$ cat config.mk
export PLATFORM = sky130hd
export DESIGN_NAME = haze_pixel_recovery
export DESIGN_NICKNAME = d
export VERILOG_FILES = /design/src/hpr_pkg.sv /design/src/hpr_div.sv /design/src/haze_pixel_recovery.sv
export VERILOG_INCLUDE_DIRS = /design/src /design/src/src
export SDC_FILE = /design/constraint.sdc
export NUM_CORES = 2
export LEC_CHECK = 0
export CAP_MARGIN = 15
export CORE_ASPECT_RATIO = 1.75
export CORE_UTILIZATION = 57
export CTS_CLUSTER_DIAMETER = 150
export DETAILED_ROUTE_END_ITERATION = 8
export DONT_BUFFER_PORTS = 1
export GPL_TIMING_DRIVEN = 0
export PLACE_DENSITY = 0.79
export SLEW_MARGIN = 20
export SYNTH_ARGS = -nofsm -noshare
export SYNTH_HDL_FRONTEND = slang
export SYNTH_SLANG_ARGS = --single-unit
$ cat constraint.sdc
create_clock -name clk -period 314.8 [get_ports clk]
set_clock_uncertainty 0.15 [all_clocks]
set_input_delay 62.96 -clock clk [delete_from_list [all_inputs] [get_ports clk]]
set_output_delay 62.96 -clock clk [all_outputs]
set_load 0.05 [all_outputs]
$ cat src/assert_macros.svh
// Assertion macros for the haze recovery block.
// No dependencies; included by files that carry concurrent checks.
`ifndef ASSERT_MACROS_SVH
`define ASSERT_MACROS_SVH
`ifndef SYNTHESIS
`define HPR_ASSERT(lbl, clk, rst_n, prop) \
	lbl: assert property (@(posedge clk) disable iff (!rst_n) (prop)) \
	else $error("assertion failed");
`define HPR_NEVER(lbl, clk, rst_n, expr) \
	lbl: assert property (@(posedge clk) disable iff (!rst_n) !(expr)) \
	else $error("forbidden condition");
`else
`define HPR_ASSERT(lbl, clk, rst_n, prop)
`define HPR_NEVER(lbl, clk, rst_n, expr)
`endif
`endif

$ cat src/hpr_pkg.sv
// Types and constants for the haze pixel recovery block.
// No dependencies.
package hpr_pkg;
	localparam int unsigned OneQ16 = 65536;
	localparam logic [7:0] AMin = 8'd150;
	localparam logic [7:0] ChMax = 8'd255;
	localparam logic [7:0] AtmosReset = 8'd255;
	localparam logic [15:0] KeepReset = 16'd58982;
	localparam logic [15:0] FloorReset = 16'd13107;

	typedef enum logic [1:0] {
		REG_ATMOS = 2'd0,
		REG_KEEP = 2'd1,
		REG_FLOOR = 2'd2
	} cfg_reg_t;

	typedef struct packed {
		logic [7:0] blue_in;
		logic [7:0] green_in;
		logic [7:0] red_in;
		logic [7:0] dark_in;
	} pix_in_t;

	typedef struct packed {
		logic [7:0] blue_out;
		logic [7:0] green_out;
		logic [7:0] red_out;
		logic [16:0] transmission_out;
	} pix_out_t;
endpackage

$ cat src/hpr_div.sv
// Pipelined restoring divider, one quotient bit per stage, with a sideband tag.
// Caller guarantees num < den * 2**QW. Uses no package items.
module hpr_div #(
	parameter int NW = 24,
	parameter int DW = 8,
	parameter int QW = 17,
	parameter int TW = 8
) (
	input  logic          clk,
	input  logic          arst_n,
	input  logic          en,
	input  logic          in_valid,
	input  logic [NW-1:0] num,
	input  logic [DW-1:0] den,
	input  logic [TW-1:0] tag,
	output logic          out_valid,
	output logic [QW-1:0] quo,
	output logic [TW-1:0] tag_out
);
	localparam int XW = NW + QW;

	logic          vld_s [QW+1];
	logic [NW-1:0] rem_s [QW+1];
	logic [DW-1:0] den_s [QW+1];
	logic [QW-1:0] quo_s [QW+1];
	logic [TW-1:0] tag_s [QW+1];

	assign vld_s[0] = in_valid;
	assign rem_s[0] = num;
	assign den_s[0] = den;
	assign quo_s[0] = '0;
	assign tag_s[0] = tag;

	for (genvar i = 0; i < QW; i++) begin : g_stage
		logic [XW-1:0] remx;
		logic [XW-1:0] dsh;
		logic [XW-1:0] diff;
		logic          ge;
		assign remx = {{QW{1'b0}}, rem_s[i]};
		assign dsh = {{(XW-DW){1'b0}}, den_s[i]} << (QW - 1 - i);
		assign ge = remx >= dsh;
		assign diff = remx - dsh;

		always_ff @(posedge clk or negedge arst_n) begin
			if (!arst_n) begin
				vld_s[i+1] <= 1'b0;
			end else if (en) begin
				vld_s[i+1] <= vld_s[i];
			end
		end

		always_ff @(posedge clk) begin
			if (en) begin
				rem_s[i+1] <= ge ? diff[NW-1:0] : rem_s[i];
				den_s[i+1] <= den_s[i];
				quo_s[i+1] <= {quo_s[i][QW-2:0], ge};
				tag_s[i+1] <= tag_s[i];
			end
		end
	end

	assign out_valid = vld_s[QW];
	assign quo = quo_s[QW];
	assign tag_out = tag_s[QW];
endmodule

$ cat src/haze_pixel_recovery.sv
// Haze pixel recovery: transmission from dark channel, then per-channel recovery.
// One beat per cycle sustained while the output is not stalled, set by the two
// bit-per-stage divider pipelines (17 and 8 stages).
// Whole pipeline holds when the output beat is stalled.
// Async active-low reset clears valid bits and loads register defaults.
`include "assert_macros.svh"
module haze_pixel_recovery (
	input  logic              clk,
	input  logic              arst_n,
	input  logic              in_valid,
	output logic              in_ready,
	input  hpr_pkg::pix_in_t  in_pixel,
	output logic              out_valid,
	input  logic              out_ready,
	output hpr_pkg::pix_out_t out_pixel,
	input  logic              cfg_valid,
	output logic              cfg_ready,
	input  logic [1:0]        cfg_index,
	input  logic [15:0]       cfg_data
);
	localparam int TagW = 26;

	logic [7:0]  atmos_q;
	logic [15:0] keep_q;
	logic [15:0] floor_q;
	logic [7:0]  a_eff;
	logic        en;

	assign cfg_ready = 1'b1;

	always_ff @(posedge clk or negedge arst_n) begin
		if (!arst_n) begin
			atmos_q <= hpr_pkg::AtmosReset;
			keep_q <= hpr_pkg::KeepReset;
			floor_q <= hpr_pkg::FloorReset;
		end else if (cfg_valid) begin
			case (hpr_pkg::cfg_reg_t'(cfg_index))
				hpr_pkg::REG_ATMOS: atmos_q <= cfg_data[7:0];
				hpr_pkg::REG_KEEP: keep_q <= cfg_data;
				hpr_pkg::REG_FLOOR: floor_q <= cfg_data;
				default: ;
			endcase
		end
	end

	assign a_eff = (atmos_q < hpr_pkg::AMin) ? hpr_pkg::AMin : atmos_q;

	// stage 1: weighted dark product
	logic              vld_s1;
	logic [23:0]       prod_s1;
	logic [23:0]       pix_s1;

	assign en = !out_valid || out_ready;
	assign in_ready = en;

	always_ff @(posedge clk or negedge arst_n) begin
		if (!arst_n) begin
			vld_s1 <= 1'b0;
		end else if (en) begin
			vld_s1 <= in_valid;
		end
	end

	always_ff @(posedge clk) begin
		if (en) begin
			prod_s1 <= keep_q * in_pixel.dark_in;
			pix_s1 <= {in_pixel.blue_in, in_pixel.green_in, in_pixel.red_in};
		end
	end

	logic        dv_vld;
	logic [16:0] dv_quo;
	logic [23:0] dv_pix;

	hpr_div #(.NW(24), .DW(8), .QW(17), .TW(24)) u_tdiv (
		.clk(clk), .arst_n(arst_n), .en(en),
		.in_valid(vld_s1), .num(prod_s1), .den(a_eff), .tag(pix_s1),
		.out_valid(dv_vld), .quo(dv_quo), .tag_out(dv_pix)
	);

	// stage 2: transmission and floor clamp
	logic        vld_s2;
	logic [16:0] t_s2;
	logic [23:0] pix_s2;
	logic [16:0] t_raw;

	assign t_raw = dv_quo[16] ? 17'd0 : (17'(hpr_pkg::OneQ16) - {1'b0, dv_quo[15:0]});

	always_ff @(posedge clk or negedge arst_n) begin
		if (!arst_n) begin
			vld_s2 <= 1'b0;
		end else if (en) begin
			vld_s2 <= dv_vld;
		end
	end

	always_ff @(posedge clk) begin
		if (en) begin
			t_s2 <= (t_raw < {1'b0, floor_q}) ? {1'b0, floor_q} : t_raw;
			pix_s2 <= dv_pix;
		end
	end

	// stage 3: numerators
	logic               vld_s3;
	logic [16:0]        t_s3;
	logic [23:0]        pix_s3;
	logic signed [25:0] n_s3 [3];
	logic [24:0]        at;

	assign at = a_eff * t_s2;

	always_ff @(posedge clk or negedge arst_n) begin
		if (!arst_n) begin
			vld_s3 <= 1'b0;
		end else if (en) begin
			vld_s3 <= vld_s2;
		end
	end

	always_ff @(posedge clk) begin
		if (en) begin
			t_s3 <= t_s2;
			pix_s3 <= pix_s2;
		end
	end

	logic        ch_vld [3];
	logic [7:0]  ch_quo [3];
	logic [TagW-1:0] ch_tag [3];

	for (genvar c = 0; c < 3; c++) begin : g_ch
		logic [7:0]        cv2;
		logic [7:0]        cv3;
		logic signed [8:0] diff;
		logic              force_res;
		logic [7:0]        force_val;
		logic [24:0]       num;

		assign cv2 = pix_s2[23-8*c -: 8];
		assign cv3 = pix_s3[23-8*c -: 8];
		assign diff = $signed({1'b0, cv2}) - $signed({1'b0, a_eff});

		always_ff @(posedge clk) begin
			if (en) begin
				n_s3[c] <= $signed({1'b0, at}) + $signed({diff[8], diff, 16'd0});
			end
		end

		always_comb begin
			force_res = 1'b0;
			force_val = 8'd0;
			if (t_s3 == 17'd0) begin
				force_res = 1'b1;
				if (cv3 < a_eff) force_val = 8'd0;
				else if (cv3 == a_eff) force_val = a_eff;
				else force_val = hpr_pkg::ChMax;
			end else if (n_s3[c] < 0) begin
				force_res = 1'b1;
				force_val = 8'd0;
			end else if (n_s3[c][24:0] >= {t_s3, 8'd0}) begin
				force_res = 1'b1;
				force_val = hpr_pkg::ChMax;
			end
		end

		assign num = force_res ? 25'd0 : n_s3[c][24:0];

		hpr_div #(.NW(25), .DW(17), .QW(8), .TW(TagW)) u_cdiv (
			.clk(clk), .arst_n(arst_n), .en(en),
			.in_valid(vld_s3), .num(num), .den(t_s3),
			.tag({t_s3, force_res, force_val}),
			.out_valid(ch_vld[c]), .quo(ch_quo[c]), .tag_out(ch_tag[c])
		);
	end

	logic [7:0] ch_res [3];
	for (genvar c = 0; c < 3; c++) begin : g_res
		assign ch_res[c] = ch_tag[c][8] ? ch_tag[c][7:0] : ch_quo[c];
	end

	assign out_valid = ch_vld[0];
	assign out_pixel.blue_out = ch_res[0];
	assign out_pixel.green_out = ch_res[1];
	assign out_pixel.red_out = ch_res[2];
	assign out_pixel.transmission_out = ch_tag[0][25:9];

	`HPR_NEVER(a_out_t_range, clk, arst_n, out_valid && (out_pixel.transmission_out > 17'd65536))
	`HPR_NEVER(a_out_t_floor, clk, arst_n, out_valid && (out_pixel.transmission_out < {1'b0, floor_q}))
	`HPR_ASSERT(a_lanes_aligned, clk, arst_n, (ch_vld[0] == ch_vld[1]) && (ch_vld[0] == ch_vld[2]))
	`HPR_ASSERT(a_stall_holds, clk, arst_n, out_valid && !out_ready |=> out_valid && $stable(out_pixel))
endmodule

* After elaboration in Yosys (flattened, before gate mapping)
Memories as Yosys holds them, arrays and structs flattened.
Index checks and enable logic that the tools add are counted.
** Cells by class
- Shift operators :: 0
- $add $sub $neg :: 44
- Multiplexer cells :: 72
- Reduce and logical (&&, ||, !) cells :: 7
- Div/mod/pow operators :: 0
- Multipliers :: 2
- Bitwise logic cells :: 0
- Order comparisons :: 52
- Eq/ne operators :: 5
** Operator list (number)
- 25-bit 2-to-1 mux :: 24
- 24-bit 2-to-1 mux :: 16
- 8-bit 2-to-1 mux :: 19
- 26-bit by 25-bit adder with 26-bit output :: 3
- 26-bit by 1-bit < comparator with 1-bit output (second input constant) :: 3
- 25-bit by 17-bit >= comparator with 1-bit output :: 3
- 25-bit by 18-bit >= comparator with 1-bit output :: 3
- 25-bit by 19-bit >= comparator with 1-bit output :: 3
- 25-bit by 20-bit >= comparator with 1-bit output :: 3
- 25-bit by 21-bit >= comparator with 1-bit output :: 3
- 25-bit by 22-bit >= comparator with 1-bit output :: 3
- 25-bit by 23-bit >= comparator with 1-bit output :: 3
- 25-bit by 24-bit >= comparator with 1-bit output :: 3
- 25-bit >= comparator :: 3
- 25-bit by 18-bit subtractor with 25-bit output :: 3
- 25-bit by 19-bit subtractor with 25-bit output :: 3
- 25-bit by 20-bit subtractor with 25-bit output :: 3
- 25-bit by 21-bit subtractor with 25-bit output :: 3
- 25-bit by 22-bit subtractor with 25-bit output :: 3
- 25-bit by 23-bit subtractor with 25-bit output :: 3
- 25-bit by 24-bit subtractor with 25-bit output :: 3
- 8-bit by 8-bit subtractor with 9-bit output :: 3
- 8-bit by 17-bit multiplier with 25-bit output :: 1
- 8-bit == test :: 3
- other kinds (48) :: 62
** Storage, ports and cells
- Flip-flop bits (word level) :: 2375
- Bits in latches :: 0
- Input bits :: 55
- Word-level logic and storage cells :: 363
- Output and inout port bits :: 44
- RAM bits :: 78
- Memories kept :: 1
- Bits in read-only memories :: 0
** Memory list
- n_s3 :: depth 3, width 26, read ports 3, clocked after memory_dff 0, wr ports 3, RTL line haze_pixel_recovery.sv:108 : logic signed [25:0] n_s3 [3];

* Depth between registers and ports, before layout
An unclocked memory read counts as a cell.
- Word-level depth :: 8
- Mapped depth :: 33
- Gate-level depth less buffers :: 32

* Cells and area by module
Synthesis repeated with hierarchy kept, for this count alone.
** Second synthesis, totals
- Cell total of the unflattened synthesis :: 10468
- Area, all modules :: 140178.2 um^2
** Modules (own cells, without submodules)
- hpr_div (g_ch[0].u_cdiv ...) :: sequential area each 16355.7 um^2, cells an instance 1947, area each 25408.1 um^2, times used 2
- hpr_div (u_tdiv) :: sequential area each 32646.3 um^2, cells an instance 2692, area each 43397.9 um^2, times used 1
- hpr_div (g_ch[2].u_cdiv) :: sequential area each 16355.7 um^2, cells an instance 1965, area each 25743.4 um^2, times used 1
- haze_pixel_recovery :: sequential area each 6392.4 um^2, cells an instance 1917, area each 20220.6 um^2, times used 1

* Worst setup path before layout
OpenSTA, ideal clock, no wires.
- Path type :: input -> output
- From :: in out_ready
- To :: out in_ready
- Data required time :: 251.690 ns
- Stages on the path :: 3
- Path slack :: 127.688 ns
- Arrival :: 124.002 ns
- Path buffers :: 2
- Cell sequence :: nand2b_1 clkbuf_1 clkbuf_1
** On the way
- Word-level cells in the longest chain between the ends :: 1
** RTL lines
- start, declared :: RTL line haze_pixel_recovery.sv:14 : input logic out_ready,
- 1-bit logical OR :: RTL line haze_pixel_recovery.sv:53 : assign en = !out_valid || out_ready;
- end, declared :: RTL line haze_pixel_recovery.sv:11 : output logic in_ready,
No other way between the ends.

* Worst setup path in the final report
Same ends and word-level chain as after synthesis.

==> reports/qor.yml <==
status: "completed"
crit_required_ps: 251690
grt_use_met1_pct: 24.2
gr-total-overflow: 0
yosys_warnings: 0
fp.dieH_um: 599
path_cells: "nand2b_1, clkbuf_1, clkbuf_4, buf_16, buf_16, buf_16, buf_16, buf_16, buf_16"
grt_use_total_pct: 26.6
die_w_um: 343
vias: 70100
synthCells: 9021
syn_to_final_growth_pct: 9.73
ys.flop_type: "edfxtp_1"
maxCapViolCount: 0
regToRegSetupSlack_ps: 305180
period_needed_ps: 129210
r2r-start: "atmos_q[5]$_DFFE_PN1P_"
cts_buffers: 207
grt_max_degree: 69
synth_top_area_cell: "edfxtp_1"
muxShareOfSynthArea_pct: 2.35
drv_slew: 0
cp_slowest_cell: "clkbuf_4"
synth_top_area_share_pct: 57.8
synth_async_sr_flop_share_pct: 2.95
drt-wirelength-per-cell_um: 22.4
fillCellCount: 14900
r2r-end: "n_s3[0][51]$_DFFE_PP_"
multiInputGateArea_um2: 43600
slowest_delay_ps: 630
synth_edf_count: 2234
dp_hpwl_mm: 206
yosys.cell_types.count: 89
use_met2_pct: 50.8
arrival_ps: 66100
grt_use_met3_pct: 2.97
path_common_cell: "buf_16"
syn_area_um2: 116000
post_cts_resized: 0
layout-drive-gt1-share_pct: 7.30
postLayoutCellArea_um2: 127000
pre_cts_ws_ps: 185580
worst_pin_slew_ps: 1250
port_buffers: 0
setup_viol: 0
final_nets: 10300
drcViolationCount: 0
timing_worst_setup_path_type: "input port to primary output"
synth-compound-area-share_pct: 8.88
post_cts_buffers: 0
drt_first_pass_iters: 6
grt_pass1_vias: 74300
cts_max_level: 4
die_area_um2: 205000
clk_transition_reported_paths_ps: 70
place_congestion: 1.00
drt_iter0_markers: 4208
register_area_um2: 68800
yosys.area_share.adder_pct: 11.9
synth_top_family_by_area: "adder cells"
syn_area_per_cell_um2: 12.9
cts.sinks: 2302
coreArea_um2: 202000
ant_nets: 0
startpoint_type: "input port"
fin_ws_ps: 185590
rsz0062_at_grt: "false"
end_kind: "primary output"
wl_mm: 271
path_depth: 9
post-route-period-util_pct: 41.0
ctsLongestPathBuffers: 4
cts_tree: "built"
synth_area_leaders: "edfxtp_1 (58%), ha_1 (8.1%), fa_1 (3.7%)"
num_rows: 218
crit_path_end: "in_ready"
placed_cell_area_um2: 121000
synthSimpleGateAreaFrac_pct: 9.96
max_freq_mhz: 7.74
grt_pass1_wl_mm: 414
cpLargestDelayFamily: "buffers and inverters"
viasPerCell: 5.81
yosysMostFrequentCell: "edfxtp_1"
seq_area_frac_synth_pct: 59.3
cts_root_buf: "clkbuf_16"
io_pins: 99
hold_viol_final: 0
clock_latency_ps: 870
busiest_layer: "met2"
rr_worst_depth: 29
antenna_found_initial: 6
path_buf_inv: 8
synthTopCellsByCount: "edfxtp_1 (2234), inv_1 (760), ha_1 (748), nand2_1 (569), a21oi_1 (539)"
min_path_type: "register to register"
synth-xor-area-share_pct: 4.47
cp-startpoint: "out_ready"
max_slew_margin_pct: 16.5
ctsHoldBuffers: 0
crit_fanout: 59
ys_ff_latch: 2302
initial_core_util_pct: 57.5
setup_tns_ps: 0
## per-stage QoR
step / hold WS (ps) / std cells / util, %
2_1_floorplan: 250 / 9028 / -
3_3_place_gp: 250 / 11700 / 59.1
3_5_place_dp: 255 / 11700 / 59.7
4_1_cts: 232 / 12100 / 63.1
5_1_grt: 238 / 12100 / 63.1
6_report: 226 / 12100 / 63.1
## cell type report
| class | count | share of cell area [%] |
|---|---|---|
| Sequential cell | 2302 | 54.0 |
| Buffer | 188 | 0.618 |
| Clock buffer | 230 | 4.19 |
| Multi-Input combinational cell | 5769 | 34.2 |
| Timing Repair Buffer | 46 | 0.876 |
| Inverter | 769 | 2.27 |
| Antenna cell | 3 | 0.00590 |
| Clock inverter | 132 | 1.17 |
| Tap cell | 2640 | 2.59 |
## cell families (layout without fill, tap and decap cells)
| logic type | Yosys count | in the layout |
|---|---|---|
| AO/OA/AOI/OAI | 1673 | 1673 |
| buffers and inverters | 957 | 1365 |
| AND/OR/NAND/NOR | 2279 | 2279 |
| flip-flops | 2302 | 2302 |
| multiplexers | 246 | 246 |
| other | 2 | 12 |
| adder cells (fa/ha/maj) | 973 | 973 |
| XOR/XNOR | 589 | 589 |
## per-layer routing
| layer | up-vias | routed length (µm) |
|---|---|---|
| li1 | 33400 | - |
| met1 | 34000 | 86200 |
| met2 | 1812 | 147000 |
| met3 | 934 | 8860 |
| met4 | 0 | 28500 |
| met5 | - | 0 |
## worst min-delay path by stage
stage,startpoint,to,slack [ps],cells past startpoint
global placement,g_ch[0].u_cdiv.quo_s[11]$_DFFE_PP_,g_ch[0].u_cdiv.quo[4]$_DFFE_PP_,250,0
CTS,u_tdiv.quo_s[125]$_DFFE_PP_,u_tdiv.quo_s[109]$_DFFE_PP_,230,0
global route,u_tdiv.quo_s[125]$_DFFE_PP_,u_tdiv.quo_s[109]$_DFFE_PP_,240,0
detailed placement,g_ch[0].u_cdiv.quo_s[9]$_DFFE_PP_,g_ch[0].u_cdiv.quo[2]$_DFFE_PP_,250,0
floorplan,g_ch[0].u_cdiv.quo_s[8]$_DFFE_PP_,g_ch[0].u_cdiv.quo[1]$_DFFE_PP_,250,0
finish,u_tdiv.quo_s[143]$_DFFE_PP_,u_tdiv.quo_s[127]$_DFFE_PP_,230,0
## cell usage in the layout (no fill, tap or decap), drive strengths merged, types with 214 or more instances in the layout
cell,count
edfxtp,2234
inv,780
ha,748
nand2,569
a21oi,539
nor2,527
o21ai,439
clkbuf,384
xnor2,334
xor2,253
fa,217
a21o,214
## sequential cells by signal, indices dropped and copies added, names as in the netlist, 17 cells and up
| register | count |
|---|---|
| g_ch.u_cdiv.tag_out | 44 |
| g_ch.u_cdiv.tag_s | 308 |
| u_tdiv.g_stage.remx | 384 |
| pix_s1 | 24 |
| t_s2 | 17 |
| pix_s3 | 24 |
| u_tdiv.quo_s | 136 |
| t_s3 | 17 |
| u_tdiv.tag_s | 384 |
| n_s3 | 46 |
| prod_s1 | 24 |
| g_ch.u_cdiv.quo_s | 84 |
| u_tdiv.den_s | 128 |
| g_ch.u_cdiv.quo | 24 |
| pix_s2 | 24 |
| g_ch.u_cdiv.g_stage.remx | 525 |
| u_tdiv.quo | 17 |
| u_tdiv.tag_out | 24 |
Power is left out: the tool's default activity adds up to more than one toggle a clock period on the data nets, which glitch-free logic cannot reach.
